$ cat src/rtl/core/mks_pkg.sv
package mks_pkg;

  localparam int unsigned CharW     = 8;
  localparam int unsigned UnitTickW = 16;
  localparam int unsigned UnitW     = 7;
  localparam int unsigned DurW      = 23;
  localparam int unsigned CfgIdxW   = 3;
  localparam int unsigned CfgDataW  = 16;
  localparam int unsigned CodeCount = 38;
  localparam int unsigned CodeIdxW  = 6;
  localparam int unsigned CodeLenW  = 4;
  localparam int unsigned StepW     = 3;
  localparam int unsigned MaxElementsDef = 8;

  // register indexes
  localparam logic [CfgIdxW-1:0] RegUnitTicks  = 3'd0;
  localparam logic [CfgIdxW-1:0] RegDotUnits   = 3'd1;
  localparam logic [CfgIdxW-1:0] RegDashUnits  = 3'd2;
  localparam logic [CfgIdxW-1:0] RegGapUnits   = 3'd3;
  localparam logic [CfgIdxW-1:0] RegSpaceUnits = 3'd4;

  localparam logic [UnitTickW-1:0] UnitTicksRst  = 16'd9999;
  localparam logic [UnitW-1:0]     DotUnitsRst   = 7'd1;
  localparam logic [UnitW-1:0]     DashUnitsRst  = 7'd3;
  localparam logic [UnitW-1:0]     GapUnitsRst   = 7'd3;
  localparam logic [UnitW-1:0]     SpaceUnitsRst = 7'd4;

  // program step addresses
  localparam logic [StepW-1:0] StepFetch = 3'd0;
  localparam logic [StepW-1:0] StepMark  = 3'd1;
  localparam logic [StepW-1:0] StepGap   = 3'd2;
  localparam logic [StepW-1:0] StepWord  = 3'd3;
  localparam logic [StepW-1:0] StepBad   = 3'd4;

  typedef enum logic [1:0] {
    KindSym   = 2'd0,
    KindSpace = 2'd1,
    KindBad   = 2'd2
  } char_kind_e;

  typedef enum logic [1:0] {
    UselZero  = 2'd0,
    UselSpace = 2'd1,
    UselElem  = 2'd2,  // dash or dot by current element
    UselGap   = 2'd3   // gap on final element, else dot
  } unit_sel_e;

  typedef enum logic [1:0] {
    LselNone   = 2'd0,
    LselAlways = 2'd1,
    LselFinal  = 2'd2
  } last_sel_e;

  typedef enum logic [1:0] {
    JcDispatch = 2'd0,
    JcNext     = 2'd1,
    JcLoop     = 2'd2,  // final element: back to fetch, else to target
    JcJump     = 2'd3
  } jump_cond_e;

  typedef struct packed {
    logic              emit;
    logic              key_on;
    unit_sel_e         usel;
    last_sel_e         lsel;
    logic              bad;
    jump_cond_e        jc;
    logic [StepW-1:0]  target;
  } ctrl_word_t;

  typedef struct packed {
    char_kind_e           kind;
    logic [CodeIdxW-1:0]  idx;
  } char_class_t;

  function automatic ctrl_word_t program_rom(logic [StepW-1:0] step);
    ctrl_word_t cw;
    cw = '{emit: 1'b0, key_on: 1'b0, usel: UselZero, lsel: LselNone, bad: 1'b0,
           jc: JcDispatch, target: StepFetch};
    case (step)
      StepMark: begin
        cw = '{emit: 1'b1, key_on: 1'b1, usel: UselElem, lsel: LselNone, bad: 1'b0,
               jc: JcNext, target: StepGap};
      end
      StepGap: begin
        cw = '{emit: 1'b1, key_on: 1'b0, usel: UselGap, lsel: LselFinal, bad: 1'b0,
               jc: JcLoop, target: StepMark};
      end
      StepWord: begin
        cw = '{emit: 1'b1, key_on: 1'b0, usel: UselSpace, lsel: LselAlways, bad: 1'b0,
               jc: JcJump, target: StepFetch};
      end
      StepBad: begin
        cw = '{emit: 1'b1, key_on: 1'b0, usel: UselZero, lsel: LselAlways, bad: 1'b1,
               jc: JcJump, target: StepFetch};
      end
      default: ;
    endcase
    return cw;
  endfunction

  function automatic char_class_t classify(logic [CharW-1:0] ch);
    char_class_t  cc;
    logic [CharW-1:0] up;
    up = ch;
    cc = '{kind: KindBad, idx: '0};
    if (ch inside {[8'd97:8'd122]}) up = ch - 8'd32;
    if (ch == 8'd32) begin
      cc.kind = KindSpace;
    end else if (up inside {[8'd48:8'd57]}) begin
      cc.kind = KindSym;
      cc.idx  = CodeIdxW'(up - 8'd48);
    end else if (up inside {[8'd65:8'd92]}) begin
      cc.kind = KindSym;
      cc.idx  = CodeIdxW'(up - 8'd55);
    end
    return cc;
  endfunction

  // dash = 1, first element in bit 7
  function automatic logic [7:0] code_bits(logic [CodeIdxW-1:0] idx);
    logic [7:0] b;
    case (idx)
      6'd0:  b = 8'hF8;  6'd1:  b = 8'h78;  6'd2:  b = 8'h38;  6'd3:  b = 8'h18;
      6'd4:  b = 8'h08;  6'd5:  b = 8'h00;  6'd6:  b = 8'h80;  6'd7:  b = 8'hC0;
      6'd8:  b = 8'hE0;  6'd9:  b = 8'hF0;  6'd10: b = 8'h40;  6'd11: b = 8'h80;
      6'd12: b = 8'hA0;  6'd13: b = 8'h80;  6'd14: b = 8'h00;  6'd15: b = 8'h20;
      6'd16: b = 8'hC0;  6'd17: b = 8'h00;  6'd18: b = 8'h00;  6'd19: b = 8'h70;
      6'd20: b = 8'hA0;  6'd21: b = 8'h40;  6'd22: b = 8'hC0;  6'd23: b = 8'h80;
      6'd24: b = 8'hE0;  6'd25: b = 8'h60;  6'd26: b = 8'hD0;  6'd27: b = 8'h40;
      6'd28: b = 8'h00;  6'd29: b = 8'h80;  6'd30: b = 8'h20;  6'd31: b = 8'h10;
      6'd32: b = 8'h60;  6'd33: b = 8'h90;  6'd34: b = 8'hB0;  6'd35: b = 8'hC0;
      6'd36: b = 8'hAD;  6'd37: b = 8'h80;
      default: b = 8'h00;
    endcase
    return b;
  endfunction

  function automatic logic [CodeLenW-1:0] code_len(logic [CodeIdxW-1:0] idx);
    logic [CodeLenW-1:0] n;
    case (idx)
      6'd0, 6'd1, 6'd2, 6'd3, 6'd4, 6'd5, 6'd6, 6'd7, 6'd8, 6'd9: n = 4'd5;
      6'd14, 6'd29: n = 4'd1;
      6'd10, 6'd18, 6'd22, 6'd23: n = 4'd2;
      6'd13, 6'd16, 6'd20, 6'd24, 6'd27, 6'd28, 6'd30, 6'd32: n = 4'd3;
      6'd36: n = 4'd8;
      default: n = 4'd4;
    endcase
    return n;
  endfunction

endpackage

$ cat src/rtl/core/morse_keying_sequencer.sv
// Channel  | Direction | Handshake               | Payload
// input    | in        | in_valid_i / in_ready_o | character_i, message_last_i
// result   | out       | out_valid_o / out_ready_i | key_on_o, duration_ticks_o,
//          |           |                         | element_last_o, message_end_o,
//          |           |                         | bad_character_o
// config   | in        | cfg_we_i                | cfg_index_i, cfg_data_i
//
// A character is taken on the fetch step, then its intervals follow: 2 * elements
// intervals for a symbol (up to 16), one for a space or unknown character.
// The current program step issues one interval per cycle while the result is not stalled.
// A stalled result holds the sequencer on its current step; input is taken
// only on the fetch step. Reset (rst_ni low) returns to fetch and loads the
// default timing registers.
module morse_keying_sequencer #(
  parameter int unsigned MAX_ELEMENTS = mks_pkg::MaxElementsDef
) (
  input  logic                          clk_i,
  input  logic                          rst_ni,
  input  logic                          in_valid_i,
  output logic                          in_ready_o,
  input  logic [mks_pkg::CharW-1:0]     character_i,
  input  logic                          message_last_i,
  output logic                          out_valid_o,
  input  logic                          out_ready_i,
  output logic                          key_on_o,
  output logic [mks_pkg::DurW-1:0]      duration_ticks_o,
  output logic                          element_last_o,
  output logic                          message_end_o,
  output logic                          bad_character_o,
  input  logic                          cfg_we_i,
  input  logic [mks_pkg::CfgIdxW-1:0]   cfg_index_i,
  input  logic [mks_pkg::CfgDataW-1:0]  cfg_data_i
);

  localparam int unsigned RemW = $clog2(MAX_ELEMENTS + 1);

  logic [mks_pkg::UnitTickW-1:0] unit_ticks_q;
  logic [mks_pkg::UnitW-1:0]     dot_units_q, dash_units_q, gap_units_q, space_units_q;

  logic [mks_pkg::StepW-1:0] step_q, step_d;
  logic [7:0]                bits_q, bits_d;
  logic [RemW-1:0]           rem_q, rem_d;
  logic                      msg_last_q, msg_last_d;

  logic                      out_valid_q, out_valid_d;
  logic                      key_on_q, elem_last_q, msg_end_q, bad_q;
  logic [mks_pkg::DurW-1:0]  dur_q;

  mks_pkg::ctrl_word_t       cw;
  mks_pkg::char_class_t      cc;
  logic [mks_pkg::CodeLenW-1:0] len_raw;
  logic [RemW-1:0]           len_clip;
  logic                      in_fire, emit_go, final_elem, last_now;
  logic [mks_pkg::UnitW-1:0] units;

  always_ff @(posedge clk_i or negedge rst_ni) begin
    if (!rst_ni) begin
      unit_ticks_q  <= mks_pkg::UnitTicksRst;
      dot_units_q   <= mks_pkg::DotUnitsRst;
      dash_units_q  <= mks_pkg::DashUnitsRst;
      gap_units_q   <= mks_pkg::GapUnitsRst;
      space_units_q <= mks_pkg::SpaceUnitsRst;
    end else if (cfg_we_i) begin
      case (cfg_index_i)
        mks_pkg::RegUnitTicks:  unit_ticks_q  <= cfg_data_i;
        mks_pkg::RegDotUnits:   dot_units_q   <= cfg_data_i[mks_pkg::UnitW-1:0];
        mks_pkg::RegDashUnits:  dash_units_q  <= cfg_data_i[mks_pkg::UnitW-1:0];
        mks_pkg::RegGapUnits:   gap_units_q   <= cfg_data_i[mks_pkg::UnitW-1:0];
        mks_pkg::RegSpaceUnits: space_units_q <= cfg_data_i[mks_pkg::UnitW-1:0];
        default: ;
      endcase
    end
  end

  always_comb begin
    cw         = mks_pkg::program_rom(step_q);
    cc         = mks_pkg::classify(character_i);
    len_raw    = mks_pkg::code_len(cc.idx);
    len_clip   = (len_raw > mks_pkg::CodeLenW'(MAX_ELEMENTS)) ? RemW'(MAX_ELEMENTS)
                                                             : RemW'(len_raw);
    in_ready_o = (cw.jc == mks_pkg::JcDispatch);
    in_fire    = in_valid_i && in_ready_o;
    emit_go    = cw.emit && (!out_valid_q || out_ready_i);
    final_elem = (rem_q == RemW'(1));

    case (cw.usel)
      mks_pkg::UselSpace: units = space_units_q;
      mks_pkg::UselElem:  units = bits_q[7] ? dash_units_q : dot_units_q;
      mks_pkg::UselGap:   units = final_elem ? gap_units_q : dot_units_q;
      default:            units = '0;
    endcase

    case (cw.lsel)
      mks_pkg::LselAlways: last_now = 1'b1;
      mks_pkg::LselFinal:  last_now = final_elem;
      default:             last_now = 1'b0;
    endcase

    step_d     = step_q;
    bits_d     = bits_q;
    rem_d      = rem_q;
    msg_last_d = msg_last_q;
    case (cw.jc)
      mks_pkg::JcDispatch: begin
        if (in_fire) begin
          msg_last_d = message_last_i;
          bits_d     = mks_pkg::code_bits(cc.idx);
          rem_d      = len_clip;
          case (cc.kind)
            mks_pkg::KindSym:   step_d = mks_pkg::StepMark;
            mks_pkg::KindSpace: step_d = mks_pkg::StepWord;
            default:            step_d = mks_pkg::StepBad;
          endcase
        end
      end
      mks_pkg::JcNext: begin
        if (emit_go) step_d = step_q + mks_pkg::StepW'(1);
      end
      mks_pkg::JcLoop: begin
        if (emit_go) begin
          step_d = final_elem ? mks_pkg::StepFetch : cw.target;
          bits_d = {bits_q[6:0], 1'b0};
          rem_d  = rem_q - RemW'(1);
        end
      end
      default: begin
        if (emit_go) step_d = cw.target;
      end
    endcase

    out_valid_d = out_valid_q;
    if (emit_go) out_valid_d = 1'b1;
    else if (out_ready_i) out_valid_d = 1'b0;
  end

  always_ff @(posedge clk_i or negedge rst_ni) begin
    if (!rst_ni) begin
      step_q      <= mks_pkg::StepFetch;
      out_valid_q <= 1'b0;
    end else begin
      step_q      <= step_d;
      out_valid_q <= out_valid_d;
    end
  end

  always_ff @(posedge clk_i) begin
    bits_q     <= bits_d;
    rem_q      <= rem_d;
    msg_last_q <= msg_last_d;
    if (emit_go) begin
      key_on_q    <= cw.key_on;
      dur_q       <= mks_pkg::DurW'(unit_ticks_q * units);
      elem_last_q <= last_now;
      msg_end_q   <= last_now && msg_last_q;
      bad_q       <= cw.bad;
    end
  end

  assign out_valid_o      = out_valid_q;
  assign key_on_o         = key_on_q;
  assign duration_ticks_o = dur_q;
  assign element_last_o   = elem_last_q;
  assign message_end_o    = msg_end_q;
  assign bad_character_o  = bad_q;

`ifndef SYNTH
  a_bad_is_empty_off: assert property (@(posedge clk_i) disable iff (!rst_ni)
    out_valid_o && bad_character_o |-> !key_on_o && duration_ticks_o == '0 && element_last_o)
    else $error("unknown character result is not a zero-length final off interval");

  a_mark_not_last: assert property (@(posedge clk_i) disable iff (!rst_ni)
    out_valid_o && key_on_o |-> !element_last_o && !message_end_o)
    else $error("key-on interval marked as last");

  a_end_on_last: assert property (@(posedge clk_i) disable iff (!rst_ni)
    out_valid_o && message_end_o |-> element_last_o)
    else $error("message end outside a character's last interval");

  a_elements_left: assert property (@(posedge clk_i) disable iff (!rst_ni)
    step_q == mks_pkg::StepMark || step_q == mks_pkg::StepGap |-> rem_q != '0)
    else $error("symbol step with no elements left");
`endif

endmodule
$ cat config.mk
export PLATFORM = sky130hd
export DESIGN_NAME = morse_keying_sequencer
export DESIGN_NICKNAME = d
export VERILOG_FILES = /design/src/rtl/core/mks_pkg.sv /design/src/rtl/core/morse_keying_sequencer.sv
export SDC_FILE = /design/constraint.sdc
export NUM_CORES = 1
export LEC_CHECK = 0
export BUFFER_PORTS_ARGS = -buffer_cell sky130_fd_sc_hd__buf_2
export CAP_MARGIN = 40
export CORE_ASPECT_RATIO = 1.4
export CORE_MARGIN = 2
export CORE_UTILIZATION = 35
export DETAILED_ROUTE_END_ITERATION = 16
export GPL_TIMING_DRIVEN = 0
export PLACE_DENSITY_LB_ADDON = 0.1
export SYNTH_ARGS = -nofsm -noshare
export SYNTH_HDL_FRONTEND = slang
export SYNTH_SLANG_ARGS = --single-unit
$ cat constraint.sdc
create_clock -name clk_i -period 10.45 [get_ports clk_i]
set_clock_uncertainty 0.15 [all_clocks]
set_input_delay 1.045 -clock clk_i [delete_from_list [all_inputs] [get_ports clk_i]]
set_output_delay 1.045 -clock clk_i [all_outputs]
set_load 0.01 [all_outputs]
==> reports/qor.csv, run 1 <==
stage,metric,value,unit
route,vias,5935,
floorplanning,core region area,0.0232,mm^2
min_path,Hold WC Path Type,flop to flop,
clock_network,Setup Buffers After CTS,0,
final_layout,footprint of the multi-input gates,0.00542,mm^2
setup_path,Setup crit start kind,flop,
setup_path,worst path arrival time,7.79,ns
setup_path,CP Class,flop to flop,
placement,pre-CTS setup slack,2.56,ns
yosys,ys async rst share,54.5,%
sta,FMAX,128,MHz
sta,unrepaired setup endpoints after global routing,no,
yosys,most common cell in the synthesized netlist,and2_1,
yosys,Synth Net Count,969,
route,DR WL met3,456,um
yosys,top post-synthesis cells by count,"and2_1, inv_1, fa_1, ha_1, nand2_1",
power_and_ir_drop,Pwr Density,349,mW/mm^2
floorplanning,die height,186,um
final_layout,Layout area overhead,12.8,%
yosys,"EDFF count, synth",40,
sta,TNS Setup,0,ns
run,Max-Cap Viols,0,
global_routing,GRT overflow,0,
sta,Hold Fails Final Rpt,0,
yosys,prevailing post-synth register cell,edfxtp_1,
final_layout,share of cells above drive strength 1,19.2,%
setup_path,"critical path fanouts, max",10,
route,Post-Route WL,19600,um
final_layout,Ant. Diodes,0,
power_and_ir_drop,worst-case vdd ir drop,0.000141,V
final_layout,Post-Layout Cell Count,1191,
clock_network,CTS root buf,clkbuf_16,
setup_path,CP startpoint,step_q[0]$_DFFE_PN0P_,
setup_path,CP endpoint kind,flop,
global_routing,first-pass GRT wire length,31500,um
clock_network,CTS buffer count,9,
setup_path,CP Data Required Time,10.41,ns
yosys,post-synthesis sequential area ratio,29.3,%
placement,port bufs,61,
yosys,YS warnings,0,
placement,post-DP HPWL,16000,um
yosys,synthesized flop and latch total,88,
sta,Max Slew Vio Count,0,
sta,final hold slack,0.358,ns
sta,min Tclk post-route,7.83,ns
sta,setup violators final,0,
route,First-pass DRT Iterations,4,
yosys,Syn Inst Count,802,
route,WL met1,7790,um
sta,Final period util,75.0,%
global_routing,all-layer global routing usage,16.4,%
sta,worst setup margin,2.62,ns
yosys,Synth cell types,76,
sta,worst-margin pin slew,0.806,ns
floorplanning,Initial Utilization,35.6,%
floorplanning,die span in x,134,um
yosys,Post-Syn Area,0.00826,mm^2
placement,Placed Cells,1175,
min_path,min-delay src,gap_units_q[2]$_DFFE_PN0P_,
final_layout,Final #Nets,1047,
clock_network,later-pin clock latency in the skew report,0.36,ns
clock_network,Clock transition at path regs,0.07,ns
route,wire per inst,16.5,um
floorplanning,Die ar.,0.0249,mm^2
clock_network,CTS Hold Bufs,0,
route,top sig layer,met5,
power_and_ir_drop,Final Total Pwr,0.00326,W
route,Routed Antenna Nets,0,
route,Iter 0 DRT Violations,230,
global_routing,antenna violations before repair,1,
clock_network,CTS max path bufs,2,
placement,final weighted congestion in routability-driven placement,0.893,
clock_network,Clock Sinks,88,
setup_path,Reg-to-Reg Start,step_q[0]$_DFFE_PN0P_,
clock_network,CTS resizes,0,
global_routing,largest net degree at the start of global routing,35,
route,Post-route DRC,0,
yosys,Synth top area share,16.7,%
clock_network,# H-tree levels,3,
yosys,leading area contributor after synthesis,fa_1,
status,status,finished clean,
route,Vias per Instance,4.98,
yosys,Syn Area/Cell,10.3,um^2
sta,Max transition margin,46.3,%
route,met2 WL,10800,um
yosys,ranking of synthesized cells by area,"fa_1, edfxtp_1, dfrtp_1, ha_1, and2_1",
floorplanning,# IOs,62,
global_routing,vias in the first global route,6144,
clock_network,CTS tree,done,
floorplanning,Site Rows,66,
final_layout,Sequential Area,0.00242,mm^2
power_and_ir_drop,Static Leak,4.27,nW
final_layout,FILL cells,2371,
[critical path, stage by stage (launching register included)]
cell and delay, ns:
dfrtp_1 0.39, inv_1 0.09, ha_1 0.20, nand2_1 0.23, inv_1 0.11, or3_1 0.35, clkbuf_1 0.23, o221ai_1 0.70
clkbuf_1 0.47, nand2_1 0.15, fa_1 0.52, fa_1 0.55, inv_1 0.06, fa_1 0.52, inv_1 0.05, fa_1 0.52
inv_1 0.04, ha_1 0.23, nor4_1 0.34, a211oi_1 0.21, o31a_1 0.33, a21oi_1 0.24, o21bai_1 0.16, a2111oi_0 0.45
nor3_1 0.14, xnor2_1 0.14
[registers in the layout, summed over array words and instances (netlist names)]
register	flops
rem_q	4
dash_units_q	7
step_q	3
element_last_o	1
key_on_o	1
bits_q	8
unit_ticks_q	16
dot_units_q	7
bad_character_o	1
message_end_o	1
out_valid_o	1
gap_units_q	7
msg_last_q	1
duration_ticks_o	23
space_units_q	7
[metrics by stage]
step | utilization, % | area [um^2]
detailed placement | 38.9 | 9040
floorplan | - | 8260
global route | 40.2 | 9320
CTS | 40.2 | 9320
global placement | 38.6 | 8950
finish | 40.2 | 9320
[layout by cell type (no fill, tap or decap), types with 5 or more instances in the layout]
cell | Yosys | routed
nand2b_1 | 8 | 8
mux2i_1 | 17 | 17
clkbuf_16 | 0 | 9
and2_1 | 93 | 93
o21a_1 | 6 | 6
edfxtp_1 | 40 | 40
nor2_1 | 28 | 28
buf_2 | 4 | 66
nand3_1 | 9 | 9
inv_1 | 90 | 90
a21oi_1 | 31 | 31
and3_1 | 5 | 5
o21ai_0 | 19 | 19
o221ai_1 | 8 | 8
nor2b_1 | 6 | 6
mux2_2 | 46 | 46
dfstp_2 | 14 | 14
a211oi_1 | 9 | 9
fa_1 | 69 | 69
clkbuf_1 | 13 | 13
ha_1 | 65 | 65
dfrtp_1 | 34 | 34
a21o_1 | 9 | 9
xnor2_1 | 19 | 19
nor3_1 | 16 | 16
nand2_1 | 63 | 63
[layout make-up]
class	instances	area share (%)
Clock inverter	7	0.671
Buffer	21	1.06
Tap cell	306	4.11
Clock buffer	9	2.42
Sequential cell	88	26.0
Timing Repair Buffer	67	4.00
Inverter	90	3.62
Multi-Input combinational cell	603	58.2
[cell families after synthesis]
logic type	share of synthesized area, %
mux	8.33
compound gates	11.6
simple gates	16.5
buf+inv	5.28
fa+ha+maj	26.6
flops	29.3
xor+xnor	2.44
[routing by layer]
| layer | global-route usage, % | vias to the layer above |
|---|---|---|
| met5 | 0 | - |
| met4 | 6.43 | 2 |
| met3 | 2.78 | 32 |
| met2 | 32.0 | 73 |
| met1 | 17.4 | 2930 |
| li1 | - | 2898 |
[power by group]
group / total (W) / switching (W) / internal, W
clock: 0.000325 / 0.000160 / 0.000166
sequential: 0.000696 / 0.0000737 / 0.000622
combinational: 0.00223 / 0.00130 / 0.000938
total: 0.00326 / 0.00153 / 0.00173
[final timing paths]
check	endpoint	slack [ns]	cells after the start
max	duration_ticks_o[22]$_DFFE_PP_	2.62	25
min	gap_units_q[2]$_DFFE_PN0P_	0.36	1
max reg2reg	duration_ticks_o[22]$_DFFE_PP_	2.62	25
min reg2reg	gap_units_q[2]$_DFFE_PN0P_	0.36	1
max in group asynchronous	unit_ticks_q[13]$_DFFE_PN1P_	9.13	2
min in group asynchronous	space_units_q[0]$_DFFE_PN0P_	0.44	1
Power figures use the tool's default switching activity.
==> run 2: changes to the inputs <==
==> constraint.sdc (replaced) <==
create_clock -name clk_i -period 7.3 [get_ports clk_i]
set_clock_uncertainty 0.15 [all_clocks]
set_input_delay 0.73 -clock clk_i [delete_from_list [all_inputs] [get_ports clk_i]]
set_output_delay 0.73 -clock clk_i [all_outputs]
set_load 0.01 [all_outputs]
==> reports/qor.csv, run 2 (synthesized netlist as in run 1, its figures left out) <==
stage,metric,value,unit,change
final_layout,Util after Layout,41.0,%,was 40.2%
min_path,Hold WC Path Type,input port to asynchronous set/reset pin,,was flop to flop
status,status,finished clean,,unchanged
sta,Max Slew Vio Count,0,,unchanged
sta,unrepaired setup endpoints after global routing,no,,unchanged
setup_path,worst path arrival time,6.82,ns,was 7.79 ns
placement,Placed Cells,1175,,unchanged
route,Iter 0 DRT Violations,217,,was 230
power_and_ir_drop,Switching Share,46.6,%,was 47.0%
global_routing,antenna violations before repair,1,,unchanged
global_routing,vias in the first global route,6154,,"was 6,144"
sta,worst-margin pin slew,0.744,ns,was 0.806 ns
final_layout,Post-Layout Cell Count,1197,,"was 1,191"
floorplanning,Site Rows,66,,unchanged
floorplanning,core region area,0.0232,mm^2,unchanged
power_and_ir_drop,Combinational Power Share,69.3,%,was 68.6%
clock_network,# H-tree levels,3,,unchanged
clock_network,CTS max path bufs,2,,unchanged
setup_path,"critical path fanouts, max",10,,unchanged
power_and_ir_drop,worst-case vdd ir drop,0.000203,V,was 0.000141 V
global_routing,GRT overflow,0,,unchanged
clock_network,Clock Sinks,88,,unchanged
setup_path,Setup crit start kind,flop,,unchanged
route,Post-Route WL,19500,um,"was 19,600 um"
route,Post-route DRC,0,,unchanged
floorplanning,# IOs,62,,unchanged
clock_network,CTS buffer count,9,,unchanged
global_routing,first-pass GRT wire length,31500,um,unchanged
setup_path,CP endpoint kind,flop,,unchanged
sta,setup violators final,0,,unchanged
clock_network,CTS root buf,clkbuf_16,,unchanged
route,vias,5942,,"was 5,935"
route,Vias per Instance,4.96,,was 4.98
placement,final weighted congestion in routability-driven placement,0.893,,unchanged
final_layout,Layout area overhead,15.0,%,was 12.8%
power_and_ir_drop,P_int,0.00255,W,was 0.00173 W
final_layout,FILL cells,2364,,"was 2,371"
setup_path,CP Data Required Time,7.26,ns,was 10.41 ns
power_and_ir_drop,Clock power frac,9.8,%,was 10.0%
sta,final hold slack,0.120,ns,was 0.358 ns
placement,port bufs,61,,unchanged
power_and_ir_drop,Static Leak,4.35,nW,was 4.27 nW
run,Max-Cap Viols,0,,unchanged
setup_path,CP Class,flop to flop,,unchanged
sta,Max transition margin,50.4,%,was 46.3%
floorplanning,die height,186,um,unchanged
final_layout,"commonest non-fill, non-tap cells in the layout","and2_1, inv_1, fa_1",,unchanged
final_layout,"commonest non-fill, non-tap cell in the layout",and2_1,,unchanged
power_and_ir_drop,Final Total Pwr,0.00477,W,was 0.00326 W
power_and_ir_drop,switching power,0.00222,W,was 0.00153 W
sta,Hold Fails Final Rpt,0,,unchanged
floorplanning,Die ar.,0.0249,mm^2,unchanged
clock_network,Clock transition at path regs,0.07,ns,about the same
sta,Final period util,94.0,%,was 75.0%
final_layout,Ant. Diodes,0,,unchanged
floorplanning,die span in x,134,um,unchanged
floorplanning,Initial Utilization,35.6,%,unchanged
sta,FMAX,146,MHz,was 128 MHz
route,wire per inst,16.3,um,was 16.5 um
clock_network,later-pin clock latency in the skew report,0.36,ns,about the same
final_layout,Largest register FFs,23,,unchanged
global_routing,largest net degree at the start of global routing,35,,unchanged
placement,post-DP HPWL,16000,um,unchanged
power_and_ir_drop,Pwr Density,502,mW/mm^2,was 349 mW/mm^2
route,First-pass DRT Iterations,4,,unchanged
final_layout,share of cells above drive strength 1,21.8,%,was 19.2%
route,Routed Antenna Nets,0,,unchanged
sta,min Tclk post-route,6.86,ns,was 7.83 ns
power_and_ir_drop,sequential power share,20.9,%,was 21.4%
global_routing,all-layer global routing usage,16.3,%,was 16.4%
final_layout,Final #Nets,1053,,"was 1,047"
clock_network,CTS tree,done,,unchanged
run 2: changes by cell type in the layout (fill, tap and decap cells not counted), sizes merged:
cell / change
buf: +10
clkbuf: -4
run 2: through the flow:
step	TNS (ns)	worst slack [ns]	cell area, um^2
detailed placement	-2.03	-0.589	9040
floorplan	0	0.702	8260
CTS	0	0.0295	9410
finish	0	0.440	9500
global placement	-1.84	-0.564	8950
global route	0	0.0114	9500
run 2: final timing paths:
kind,start,end,slack (ns),depth (start not counted)
max in group asynchronous,rst_ni,unit_ticks_q[13]$_DFFE_PN1P_,6.30,2
max reg2reg,step_q[0]$_DFFE_PN0P_,duration_ticks_o[22]$_DFFE_PP_,0.44,25
min reg2reg,gap_units_q[2]$_DFFE_PN0P_,gap_units_q[2]$_DFFE_PN0P_,0.36,1
min in group clk_i,gap_units_q[2]$_DFFE_PN0P_,gap_units_q[2]$_DFFE_PN0P_,0.36,1
max,step_q[0]$_DFFE_PN0P_,duration_ticks_o[22]$_DFFE_PP_,0.44,25
min,rst_ni,space_units_q[0]$_DFFE_PN0P_,0.12,1
run 2: critical path: stages (launching register included):
cell,delay [ns]
dfrtp_1,0.39
inv_1,0.09
ha_1,0.21
nand2_2,0.15
inv_1,0.12
or3_4,0.48
o221ai_4,0.23
buf_4,0.22
and2_1,0.17
fa_1,0.43
fa_1,0.52
fa_1,0.54
inv_1,0.05
fa_1,0.52
inv_1,0.04
ha_1,0.33
o21ai_0,0.16
nand2b_1,0.09
a21oi_1,0.18
a211oi_1,0.12
o31a_1,0.33
a21oi_1,0.24
o21bai_1,0.18
a2111oi_2,0.39
nor3_1,0.13
xnor2_1,0.13
run 2: metal layers:
metal	GRT usage (%)	vias to the layer above	routed length (um)
li1	-	2914	-
met1	17.6	2919	7810
met2	32.1	73	10800
met3	2.29	34	411
met4	5.91	2	470
met5	0	-	12
run 2: layout make-up:
class                      count  area [um^2]  area share [%]
multi-input combinational    603         5530            58.2
sequential                    88         2420            25.5
timing repair buffer          76          440            4.63
tap                          306          383            4.03
inverter                      90          338            3.55
clock buffer                   9          225            2.37
buffer                        18          106            1.12
clock inverter                 7         62.6           0.658
run 2: timing repair:
item / in CTS / in global routing
hold endpoints to repair: 0 / 0
endpoints found under the setup margin: 7 / 3
pin swaps: 1 / 4
hold buffers: 0 / 0
buffers inserted: 0 / 9
resized for setup: 18 / 12
run 2: power groups by stage:
stage	sequential, W	combinational, W	clock, W
2_1_floorplan	0.00103	0.00245	0
3_3_place_gp	0.00102	0.00321	0
3_5_place_dp	0.00101	0.00327	0
4_1_cts	0.000998	0.00334	0.000485
5_1_grt	0.00102	0.00385	0.000498
6_report	0.000995	0.00331	0.000468
==> run 3: changes to the inputs <==
==> constraint.sdc (replaced) <==
create_clock -name clk_i -period 7.3 [get_ports clk_i]
set_clock_uncertainty 0.15 [all_clocks]
set_input_delay 0.365 -clock clk_i [delete_from_list [all_inputs] [get_ports clk_i]]
set_output_delay 0.365 -clock clk_i [all_outputs]
set_load 0.01 [all_outputs]
==> reports/qor.csv, run 3 (synthesized netlist as in run 1, its figures left out) <==
stage,metric,value,unit,change
status,status,finished clean,,unchanged
placement,Placed Cells,1175,,unchanged
min_path,Hold Path Depth,1,,
sta,setup violators final,0,,unchanged
floorplanning,core region area,0.0232,mm^2,unchanged
final_layout,Largest register FFs,23,,unchanged
route,Routed Antenna Nets,0,,unchanged
route,wire per inst,16.3,um,about the same
clock_network,CTS root buf,clkbuf_16,,unchanged
clock_network,Clock transition at path regs,0.07,ns,about the same
final_layout,Post-Layout Cell Count,1198,,"was 1,197"
sta,FMAX,146,MHz,about the same
sta,Hold Fails Final Rpt,0,,unchanged
power_and_ir_drop,Static Leak,4.36,nW,was 4.35 nW
power_and_ir_drop,worst-case vdd ir drop,0.000203,V,about the same
run,Max-Cap Viols,0,,unchanged
final_layout,Util after Layout,41.0,%,about the same
floorplanning,die span in x,134,um,unchanged
final_layout,"commonest non-fill, non-tap cells in the layout","and2_1, inv_1, fa_1",,unchanged
setup_path,Reg-to-Reg Start,step_q[0]$_DFFE_PN0P_,,unchanged
setup_path,Setup crit start kind,flop,,unchanged
sta,Max transition margin,49.6,%,was 50.4%
power_and_ir_drop,sequential power share,20.9,%,about the same
power_and_ir_drop,Pwr Density,501,mW/mm^2,was 502 mW/mm^2
final_layout,Ant. Diodes,0,,unchanged
floorplanning,Site Rows,66,,unchanged
power_and_ir_drop,P_int,0.00255,W,about the same
sta,TNS Setup,0,ns,unchanged
route,Post-Route WL,19500,um,about the same
placement,final weighted congestion in routability-driven placement,0.893,,unchanged
setup_path,CP Class,flop to flop,,unchanged
sta,unrepaired setup endpoints after global routing,no,,unchanged
global_routing,vias in the first global route,6157,,"was 6,154"
final_layout,share of cells above drive strength 1,21.7,%,was 21.8%
route,Iter 0 DRT Violations,220,,was 217
placement,port bufs,61,,unchanged
sta,Final period util,94.0,%,about the same
setup_path,R2R Setup Slk,0.44,ns,about the same
power_and_ir_drop,Combinational Power Share,69.4,%,was 69.3%
final_layout,FILL cells,2363,,"was 2,364"
setup_path,worst path arrival time,6.82,ns,about the same
clock_network,Clock Sinks,88,,unchanged
sta,min Tclk post-route,6.86,ns,about the same
global_routing,met3 usage,2.29,%,unchanged
clock_network,CTS max path bufs,2,,unchanged
setup_path,Crit. path cell count,25,,unchanged
global_routing,busiest layer in global routing,met2,,unchanged
setup_path,Reg2Reg Capture Point,duration_ticks_o[22]$_DFFE_PP_,,unchanged
final_layout,Final #Nets,1054,,"was 1,053"
setup_path,critical path's slowest cell,fa_1,,unchanged
min_path,min-delay src,message_last_i,,
setup_path,CP Data Required Time,7.26,ns,about the same
floorplanning,Die ar.,0.0249,mm^2,unchanged
min_path,Hold Crit Endpoint,msg_last_q$_DFFE_PP_,,
floorplanning,Initial Utilization,35.6,%,unchanged
placement,post-DP HPWL,16000,um,unchanged
clock_network,later-pin clock latency in the skew report,0.36,ns,about the same
power_and_ir_drop,Switching Share,46.5,%,was 46.6%
global_routing,largest net degree at the start of global routing,35,,unchanged
setup_path,CP endpoint kind,flop,,unchanged
route,First-pass DRT Iterations,4,,unchanged
clock_network,# H-tree levels,3,,unchanged
power_and_ir_drop,Clock power frac,9.8,%,about the same
floorplanning,die height,186,um,unchanged
clock_network,CTS tree,done,,unchanged
final_layout,"commonest non-fill, non-tap cell in the layout",and2_1,,unchanged
sta,Max Slew Vio Count,0,,unchanged
route,Post-route DRC,0,,unchanged
global_routing,met1 GRT Util,17.6,%,about the same
route,Vias per Instance,4.96,,about the same
setup_path,CP max stage delay,0.54,ns,about the same
final_layout,Layout area overhead,15.1,%,was 15.0%
floorplanning,# IOs,62,,unchanged
setup_path,"CP delay by family, top",adder cells,,unchanged
setup_path,reg2reg path depth,25,,unchanged
sta,worst-margin pin slew,0.756,ns,was 0.744 ns
global_routing,antenna violations before repair,1,,unchanged
route,vias,5948,,"was 5,942"
global_routing,all-layer global routing usage,16.3,%,about the same
power_and_ir_drop,switching power,0.00222,W,about the same
global_routing,GRT overflow,0,,unchanged
min_path,Hold WC Path Type,input port to flop,,was input port to asynchronous set/reset pin
global_routing,met2 Use GR,32.1,%,unchanged
setup_path,crit path buf inv count,5,,unchanged
global_routing,first-pass GRT wire length,31500,um,about the same
setup_path,"critical path fanouts, max",10,,unchanged
clock_network,CTS buffer count,9,,unchanged
## run 3: cell types whose count changed in the layout (fill, tap and decap cells not counted)
| cell | change |
|---|---|
| dlygate4sd3_1 | +1 |
## run 3: worst max-delay path by stage
stage                          start                             end
2_1_floorplan  step_q[0]$_DFFE_PN0P_  duration_ticks_o[22]$_DFFE_PP_
3_3_place_gp   step_q[0]$_DFFE_PN0P_  duration_ticks_o[22]$_DFFE_PP_
3_5_place_dp   step_q[0]$_DFFE_PN0P_  duration_ticks_o[22]$_DFFE_PP_
4_1_cts        step_q[0]$_DFFE_PN0P_  duration_ticks_o[22]$_DFFE_PP_
5_1_grt           rem_q[1]$_DFFE_PP_  duration_ticks_o[22]$_DFFE_PP_
6_report       step_q[0]$_DFFE_PN0P_  duration_ticks_o[22]$_DFFE_PP_
## run 3: timing repair
| action | CTS | global route |
|---|---|---|
| setup buffers | 0 | 9 |
| endpoints found under the hold margin | 6 | 0 |
| setup endpoints to repair | 7 | 3 |
| pin swaps | 1 | 4 |
| hold buffers | 1 | 0 |
| gates resized for setup | 18 | 12 |
## run 3: per-layer routing
layer	up-vias	share of wire (%)	wire length, um
met5	-	0.061	12
met4	2	2.3	455
met3	33	2.2	420
met2	71	56	10800
met1	2926	40	7790
li1	2916	-	-
## run 3: stage by stage
stage / hold WS, ns / power (W) / area (um^2) / setup slack, ns
after detailed placement: 0.150 / 0.00427 / 9040 / -0.589
after global routing: 0.0315 / 0.00537 / 9510 / 0.0114
after CTS: 0.0277 / 0.00483 / 9420 / 0.0295
after floorplan: -0.0806 / 0.00348 / 8260 / 0.702
after global placement: 0.338 / 0.00423 / 8950 / -0.564
final: 0.0408 / 0.00477 / 9510 / 0.440
## run 3: power by group through the flow
stage	sequential [W]	combinational, W	clock, W
3_5_place_dp	0.00101	0.00327	0
5_1_grt	0.00102	0.00385	0.000498
6_report	0.000996	0.00331	0.000467
4_1_cts	0.000998	0.00334	0.000485
3_3_place_gp	0.00102	0.00321	0
2_1_floorplan	0.00103	0.00245	0
## run 3: cell type report
| type | instances | area (um^2) | share of cell area, % |
|---|---|---|---|
| clock buffer | 9 | 225 | 2.37 |
| tap | 306 | 383 | 4.02 |
| timing repair buffer | 77 | 450 | 4.73 |
| clock inverter | 7 | 62.6 | 0.658 |
| buffer | 18 | 106 | 1.12 |
| inverter | 90 | 338 | 3.55 |
| sequential | 88 | 2420 | 25.4 |
| multi-input combinational | 603 | 5530 | 58.1 |
